### config.mk
export PLATFORM = sky130hd
export DESIGN_NAME = thm_mac
export DESIGN_NICKNAME = d
export VERILOG_FILES = /design/src/rtl/core/thm_mac.sv
export SDC_FILE = /design/constraint.sdc
export NUM_CORES = 1
export LEC_CHECK = 0
export ABC_AREA = 1
export BUFFER_PORTS_ARGS = -buffer_cell sky130_fd_sc_hd__clkbuf_2
export CELL_PAD_IN_SITES_DETAIL_PLACEMENT = 0
export CELL_PAD_IN_SITES_GLOBAL_PLACEMENT = 2
export CORE_MARGIN = 3
export CORE_UTILIZATION = 35
export DETAILED_ROUTE_END_ITERATION = 12
export GPL_ROUTABILITY_DRIVEN = 0
export PLACE_DENSITY_LB_ADDON = 0.2
export SYNTH_ARGS = -nofsm -noshare
export SYNTH_HDL_FRONTEND = slang
export SYNTH_SLANG_ARGS = --single-unit
### constraint.sdc
create_clock -name clk -period 5.3 [get_ports clk]
set_input_delay 0.265 -clock clk [delete_from_list [all_inputs] [get_ports clk]]
set_output_delay 0.265 -clock clk [all_outputs]
set_load 0.05 [all_outputs]
### src/rtl/core/thm_mac.sv
// Shared multiply unit: a registered product a*b, used for every luma-times-count
// compare against the luma sum. Depends on nothing.
module thm_mac #(
	parameter int unsigned AW = 22,
	parameter int unsigned BW = 24
) (
	input  logic                        clk,
	input  logic [AW-1:0]               a,
	input  logic [BW-1:0]               b,
	output logic [AW+BW-1:0]            prod_q
);
	always_ff @(posedge clk) begin
		prod_q <= a * b;
	end
endmodule

### Word-level counts from Yosys, hierarchy flattened

Index checks and enable logic that the tools add are counted.

| cells by class | value |
|---|---|
| $mul | 1 |

Operators by type and width:

| kind | number |
|---|---|
| $mul A22 B24 Y46 | 1 |

| storage, ports and cells | value |
|---|---|
| flip-flop bits (word level) | 46 |
| bits of input ports | 47 |
| output and inout bits | 46 |
| logic and storage cells | 2 |

### Longest topological paths before layout

| depth | value |
|---|---|
| depth in word-level cells | 1 |
| mapped depth | 27 |
| gate-level depth less buffers | 26 |

### Worst setup path before layout

OpenSTA, ideal clock, no wires.

| timing | value |
|---|---|
| kind | input-to-reg |
| start point | in b[18] |
| end point | reg prod_q[42] |
| setup time | 0.112 ns |
| data arrival time | 5.365 ns |
| data required time | 5.188 ns |
| setup slack | -0.178 ns |
| stages | 24 |
| buffers on the path | 1 |
| path through | clkbuf_1 > nand2_1 > fa_1 > inv_1 > fa_1 > inv_1 > fa_1 > inv_1 > fa_1 > fa_1 > fa_1 > inv_1 > fa_1 > inv_1 > ha_1 > nand2_1 > nor2_1 > nand2_1 > nor2_1 > nand2_1 > nand3_2 > nand2_1 > nand3_1 > nand2_1 |

| between the ends | value |
|---|---|
| longest elaborated chain between the ends | 1 |

Ends and longest elaborated chain:

| element | RTL line | source |
|---|---|---|
| start, declared | 9 | `input logic [BW-1:0] b,` |
| $mul A22 B24 Y46 | 13 | `prod_q <= a * b;` |
| end signal, assigned | 13 |  |
| end, declared | 10 | `output logic [AW+BW-1:0] prod_q` |

Every way passes these cells.

### Worst setup path after layout

| timing | value |
|---|---|
| start point | in b[7] |
| end point | reg prod_q[43] |

Same word-level chain as after synthesis.

==> run metrics <==
status complete, but fails checks; failing checks negative setup slack; Post-Synth XOR/XNOR Area 0.0123; top flop regs prod_q (46); fmax around 180 MHz; die area about 58,000 um2; drc violations 0; Post-Layout Cell Count 3,524; Tmin final 5530 ps; Overall Global Routing Usage 0.201; Syn-to-layout area delta 28.0%; Pins Over Slew Limit 0; # IOs 93; nets between 3,000 and 4,000; dpl cell area between 20,000 and 25,000 um2; Max-Cap Viols 0; core area roughly 54,000 um2; Worst Hold Class in -> reg; DIE WIDTH 241 um; Hold Path Sink prod_q[0]; #FFs+latches synth between 40 and 50; post-route cell area 24,600 um2; DP Wirelength roughly 50,000 um; drt first pass iters 5; multi-input logic area 16,400 um2; max FFs per register 46; mux cell area share after synthesis 0; Critical Path End Type register; post-synthesis cell type count 25; Cell Area, Synth between 15,000 and 20,000 um2; Setup crit start kind input port; Slew @ Worst Pin between 300 and 400 ps; Clock Tree Buf Depth 2; H-tree levels 2; register area about 900 um2; initial antenna violation count 4; Post-synth top flop dfxtp_1; sequential-to-total area share from yosys stat 0.0478; Die H 241 um; crit path kind in -> reg; vias after detailed routing 15,700; largest net degree at the start of global routing 20; Post-CTS Hold Buffers 0; fill cell total of the finished layout roughly 5,500; Vias/cell 4.47; Critical Path RT around 5500 ps; hold path startpoint b[0]; yosys warns 0; vias in the first global route between 15,000 and 20,000; First DRT Iteration DRCs between 600 and 700; Post-synth EDFFs 0; Mapped Nets about 3,200; share of layout cells above drive strength 1 0.244; hold path cells 4; Root Driver clkbuf_16; main combinational cell family by area after synthesis adder cells; Final setup viols 26; final setup margin -231 ps; DP Worst Slack -736 ps; Routed Antenna Nets 0; Largest Register prod_q; GRT overflow 0; Syn Area/Cell 7.53 um2; Max-Slew Margin vs Limit 0.795; CTS tree done; Simple-Gate Fraction of Synth Area 0.197; first-pass GRT wire length just over 90,000 um; clk sinks 46; wire per inst about 16 um; initial core utilization 0.356; clk slew on worst S/H paths ~70 ps; total wire length around 58,000 um; placed cell count approximately 3,500; unrepaired setup endpoints after global routing yes; Post-synth ARST share 0; Compound-Gate Fraction of Synth Area 0.0125; row count 85; Final Hold Vio Count 0; CP max FO 5; input/output buffers 92; Mapped Cells roughly 2,600; Num CTS Buffers 5; Period Utilization, post-route 1.04; arrival time at the worst endpoint slightly below 6000 ps; Post-Synth Adder-Cell Area 0.559
-- cells in the mapped netlist (8+ instances only) --
master	count	area, um2
nand2_1	831	3120
inv_1	788	2960
fa_1	437	8750
ha_1	161	2010
clkbuf_1	92	345
nor2_1	64	240
dfxtp_1	46	921
a21oi_1	30	150
nand3_1	28	140
xor2_1	19	166
nand2_2	12	75.1
xnor2_1	8	70.1
-- layout by cell type (no fill, tap or decap), drive strengths merged, types with 19 or more instances in the layout --
cell type / instances
nand2: 843
inv: 788
fa: 437
buf: 270
ha: 161
clkbuf: 87
nor2: 74
dfxtp: 46
nand3: 35
a21oi: 30
xor2: 19
-- per-layer routing --
layer  part of all wire  track usage
met1               0.49        0.301
met2               0.47        0.329
met3              0.033       0.0191
met4             0.0089       0.0177
met5            0.00064            0
-- kinds of logic (layout without fill, tap and decap cells) --
logic type / count (synthesis) / count (layout)
AO/OA/AOI/OAI: 44 / 44
XOR/XNOR: 27 / 27
adder cells (fa/ha/maj): 598 / 598
buffers and inverters: 880 / 1149
flip-flops: 46 / 46
other: 0 / 1
AND/OR/NAND/NOR: 963 / 963
-- through the flow --
stage          setup TNS (ps)   util  hold slack (ps)
2_1_floorplan               0      -              363
3_3_place_gp           -21550  0.411              763
3_5_place_dp           -20610  0.411              762
4_1_cts                 -4760  0.432              538
5_1_grt                 -8480  0.455              569
6_report                -3110  0.455              532
-- worst max path at each step --
stage,startpoint,endpoint,slack (ps),cells after the start
2_1_floorplan,a[7],prod_q[40],8,25
3_3_place_gp,b[19],prod_q[45],-800,22
3_5_place_dp,b[19],prod_q[45],-740,22
4_1_cts,b[8],prod_q[37],-280,27
5_1_grt,a[21],prod_q[43],-400,24
6_report,b[7],prod_q[43],-230,28
-- what timing repair did --
item / in CTS / in global routing
endpoints found under the hold margin: 0 / 0
cloned: 1 / 8
setup endpoints to repair: 34 / 36
gates resized for setup: 177 / 324
pin swaps: 71 / 113
buffers inserted: 25 / 15
-- final cells by class --
class / count / area share
antenna: 1 / 0.000102
clock buffer: 5 / 0.00508
clock inverter: 3 / 0.00183
inverter: 788 / 0.120
multi-input combinational: 1632 / 0.666
sequential: 46 / 0.0374
tap: 696 / 0.0353
timing repair buffer: 353 / 0.134
-- worst max-delay path, cell delays in order --
cell and delay, ps:
clkbuf_8 140, buf_6 120, buf_4 150, nand2_1 60, inv_1 50, fa_1 500, inv_1 50, fa_1 470
fa_1 510, inv_1 60, fa_1 510, fa_1 430, fa_1 550, inv_1 70, fa_1 500, inv_1 70
ha_4 310, nand2_2 90, inv_2 70, nand3_1 80, inv_2 110, buf_4 110, nand2_1 90, nor2_2 150
nand2_4 70, nand2_1 60, nand2_1 50, nand2_1 70
Power is left out: the tool's default activity adds up to more than one toggle a clock period on the data nets, which glitch-free logic cannot reach.
