`config.mk`:
```
export PLATFORM = sky130hd
export DESIGN_NAME = thm_ram
export DESIGN_NICKNAME = d
export VERILOG_FILES = /design/src/rtl/core/thm_ram.sv
export SDC_FILE = /design/constraint.sdc
export NUM_CORES = 1
export LEC_CHECK = 0
export BUFFER_PORTS_ARGS = -buffer_cell sky130_fd_sc_hd__buf_2
export CORE_MARGIN = 2
export CORE_UTILIZATION = 50
export CTS_BUF_LIST = sky130_fd_sc_hd__clkbuf_4
export DETAILED_ROUTE_END_ITERATION = 8
export PLACE_DENSITY_LB_ADDON = 0.25
export SLEW_MARGIN = 20
export SYNTH_ARGS = -nofsm -noshare
export SYNTH_HDL_FRONTEND = slang
export SYNTH_SLANG_ARGS = --single-unit
```
`constraint.sdc`:
```
create_clock -name clk -period 1.8 [get_ports clk]
set_input_delay 0.09 -clock clk [delete_from_list [all_inputs] [get_ports clk]]
set_output_delay 0.09 -clock clk [all_outputs]
set_load 0.03 [all_outputs]
```
`src/rtl/core/thm_ram.sv`:
```
// Generic single-port RAM with registered read.
// Depends on nothing.
module thm_ram #(
	parameter int unsigned WIDTH = 8,
	parameter int unsigned DEPTH = 16
) (
	input  logic                     clk,
	input  logic                     we,
	input  logic [$clog2(DEPTH)-1:0] addr,
	input  logic [WIDTH-1:0]         wdata,
	output logic [WIDTH-1:0]         rdata
);
	logic [WIDTH-1:0] mem [DEPTH];
	always_ff @(posedge clk) begin
		if (we) mem[addr] <= wdata;
		rdata <= mem[addr];
	end
endmodule

```
=== Yosys cells after proc, flatten, opt, wreduce, memory -nomap -nowiden ===
Memories as Yosys holds them, arrays and structs flattened. A register that Yosys moved wholly into a read port is not among the register bits.
Cells that the tools add are included.

* Shifts and indexed selects: 0
* Multiplexer cells: 2
* Equality and inequality tests: 0
* Div/mod/pow operators: 0
* Reductions and logical operators: 0
* $mul: 0
* Add/sub/neg operators: 0
* Bitwise operators: 0
* Magnitude comparators: 0

{| class="wikitable"
|+ Operators with widths
! kind !! count
|-
| 2-to-1 mux 1 bit || 2
|}

* Memories kept: 1
* Bits of input ports: 14
* Output and inout bits: 8
* Bits in latches: 0
* Logic and storage cells: 3
* Register bits: 0
* Memory bits (read-only): 0
* RAM bits: 128

{| class="wikitable"
|+ Memory list
! name !! words !! width !! read ports !! clocked after memory_dff !! write ports !! RTL line !! RTL
|-
| mem || 16 || 8 || 1 || 1 || 1 || 13 || <nowiki>logic [WIDTH-1:0] mem [DEPTH];</nowiki>
|}

=== Logic depth before layout (Yosys ltp) ===
* Depth in word-level cells: 2
* Depth in mapped cells: 5
* Mapped depth without buffers: 3

=== Least setup slack after synthesis ===
OpenSTA, ideal clock, no wires.

* Path type: input to register
* From: input port addr[2]
* To: memory mem[0][0], enable pin
* Data required time: 1.417 ns
* Cell stages on the path: 2
* Slack: 0.217 ns
* Library setup time: 0.383 ns
* Path buffers: 0
* Arrival: 1.200 ns
* Cell sequence: or3b_2 nor3_1

{| class="wikitable"
|+ RTL lines
! what !! RTL line !! RTL
|-
| start, declared || 9 || <nowiki>input logic [$clog2(DEPTH)-1:0] addr,</nowiki>
|-
| end, declared || 13 ||
|}

No word-level cell before the write port.

==> key figures <==
Floorplan
  • Core area: 9819 µm²
  • Placement row count: 36
  • Die ar.: 10960 µm²
  • Die Ht: 104.7 µm
  • Starting density of the core: 51.61%
  • Die W: 104.7 µm
  • # IOs: 22

Yosys
  • Synth Area in XOR/XNOR: 0%
  • Synthesized Nets: 244
  • Post-synth EDFFs: 128
  • Post-synth ARST share: 0%
  • Largest family of logic cells by synthesized area: multiplexers
  • Post-synthesis cell count: 230
  • Post-synthesis compound-gate area fraction: 2.370%
  • Yosys warnings: 0
  • Syn_area_per_cell: 22.03 µm²
  • Post-synthesis simple-gate area fraction: 3.210%
  • Seq cells post-synth: 136
  • Post-synthesis sequential area ratio: 79.01%
  • Netlist cell types: 18
  • Synth Area in Adders: 0%
  • Multiplexer area fraction after synthesis: 14.22%
  • Main flop type after synthesis: edfxtp_1
  • Synth Cell Area: 5067 µm²

Route
  • DRC: 0
  • First-pass DRT Iterations: 6
  • Starting DRT DRC Count: 148
  • Final wirelength: 9.426 mm
  • Via count: 2492
  • WL/cell: 21.18 µm
  • Vias per cell: 5.600
  • Final ANT Viol Nets: 0

GRT
  • Largest net degree at the start of global routing: 40
  • Met3 Track Usage GR: 4.616%
  • Gr busiest metal: met2
  • Vias in the first global route: 2688
  • Total congestion overflow: 0
  • GR Util met2: 31.37%
  • Overall Global Routing Usage: 19.34%
  • M1 GR Usage: 24.94%
  • Antenna violations before repair: 1
  • First-pass GRT wire length: 15.17 mm

Worst setup path
  • Max stage delay on crit path: 470 ps
  • Critical path data required time: 2210 ps
  • FF-to-FF Start: mem[3][2]
  • Buffers & Inverters on Critical Path: 0
  • Slowest library cell on the worst path: mux4_2
  • CP cell instances: mux4_2 > a22oi_1 > nand2_1
  • Launch point of the worst path: mem[3][2]
  • Crit Path Max Fanout: 1
  • Register-to-Register Path Depth: 3
  • R2R Setup Slk: 420 ps
  • Crit Reg-Reg Endpoint: rdata[2]
  • Critical path class: flip-flop to flip-flop
  • CP top delay family: multiplexers
  • Crit end category: flip-flop
  • Crit path DAT: 1800 ps
  • Startpoint Class: flip-flop

Finish
  • Layout Nets: 313
  • Fin area: 5972 µm²
  • Register Area: 4004 µm²
  • Fillers: 759
  • Layout cells sized above 1: 36.98%
  • Multi-input logic area: 1003 µm²
  • P&R area growth vs syn: 17.85%

STA
  • Fmax: 722.8 MHz
  • Slew margin rel.: 71.29%
  • Unrepaired setup endpoints after global routing: no
  • Final period util: 76.86%
  • Clk_skew: 26.43 ps
  • Setup-failing EPs final: 0
  • Final Hold Fails: 0
  • Slew at the pin closest to its max-slew limit: 429.8 ps
  • Hold WS: 163.2 ps
  • Max-slew violations: 0
  • Crit path time final: 1384 ps
  • Total negative slack: 0 ps

Worst hold path
  • Hold depth: 4
  • WHS Endpoint: rdata[0]
  • Tightest Hold Check Type: input port to flip-flop
  • Hold Path Origin: addr[3]

Power and ir drop
  • Peak VDD IR: 0.4800 mV
  • Power per cell area: 1042 nW/µm²
  • Lkg Pwr: 0.002006 µW

Clocking
  • Clock buffer depth: 2
  • Clk sinks: 136
  • CTS tree: built
  • Total CTS buffers: 17
  • H-tree depth: 4
  • Clock transition at the registers of the reported paths: 130 ps
  • CTS root buffer: clkbuf_4
  • Clock latency on the worst-skew pair: 510 ps

Placement
  • HPWL after DPL: 6.089 mm
  • GPL Wtd Cong: 0.7529
  • Port bufs: 21
  • Post-DP Area: 5557 µm²

Run status
  • Status: completed

Flow run
  • Max Cap Viol: 0
metrics by stage:
step / cells / total power, µW / setup WS [ps] / utilization (%)
after CTS: 444 / 6274 / 404.8 / 60.79
final: 445 / 6225 / 416.5 / 60.82
after floorplan: 230 / 3847 / 217.0 / -
after global placement: 405 / 4009 / 243.3 / 56.59
after global routing: 445 / 6469 / 358.1 / 60.82
after detailed placement: 405 / 4016 / 232.4 / 56.59
synth_stat cells, types with 4 or more instances:
cell type | number | area, µm²
buf_1 | 4 | 15.01
nand2_1 | 9 | 33.78
edfxtp_1 | 128 | 3844
dfxtp_1 | 8 | 160.2
nor3_1 | 4 | 20.02
nor2_1 | 13 | 48.80
a22oi_1 | 16 | 120.1
mux4_2 | 32 | 720.7
cell type report:
type	count	area share, %
Timing Repair Buffer	61	7.752
Multi-Input combinational cell	83	16.80
Clock buffer	17	2.137
Sequential cell	136	67.04
Tap cell	133	2.787
Antenna cell	1	0.04190
Clock inverter	14	3.436
placed cells by master, fill, tap and decap left out:
cell           instances
dfxtp_1                8
mux4_2                32
bufinv_16              5
nand2_1                9
clkinvlp_4             2
clkinv_4               1
edfxtp_1             128
inv_6                  1
a22oi_1               16
clkbuf_4              17
nor3_1                 4
diode_2                1
or3b_2                 1
clkinv_1               2
nand3b_1               2
clkinv_2               3
nor2b_1                2
nand2b_1               2
buf_4                 29
and2_1                 1
dlygate4sd3_1          8
buf_2                 21
nor2_1                13
buf_12                 3
nand3_1                1
cell families after synthesis:
| family | count (synthesis) |
|---|---|
| mux | 32 |
| compound gates | 16 |
| buf+inv | 11 |
| simple gates | 35 |
| flops | 136 |
routing by layer:
layer  vias up  wire length [µm]
li1       1108                 -
met1      1304              3913
met2        69              4863
met3        11               449
met4         0               200
met5         -                 0
registers in the layout (all words and copies together) (netlist names):
signal,count
rdata,8
mem,128
worst min-delay path, cell delays in order:
cell and delay, ps:
buf_2 170, nor2b_1 140, a22oi_1 170, nand2_1 60
report_power, final:
part,internal [µW],switching (µW)
Combinational,168,226
Clock,1220,1050
Sequential,3530,22.7
Total,4930,1300
how the worst max path moves through the flow:
| stage | endpoint | slack (ps) | depth (start not counted) |
|---|---|---|---|
| 3_3_place_gp | rdata[7] | 240 | 5 |
| 6_report | rdata[2] | 420 | 3 |
| 3_5_place_dp | rdata[7] | 230 | 5 |
| 4_1_cts | rdata[2] | 400 | 3 |
| 5_1_grt | rdata[2] | 360 | 3 |
| 2_1_floorplan | mem[0][0] | 220 | 2 |
repair_timing:
action / 4_1_cts / 5_1_grt
hold buffers: 8 / 0
hold endpoints to repair: 128 / 0
gates resized for setup: 0 / 0
buffers inserted: 0 / 0
(Power assumes the default switching activity.)
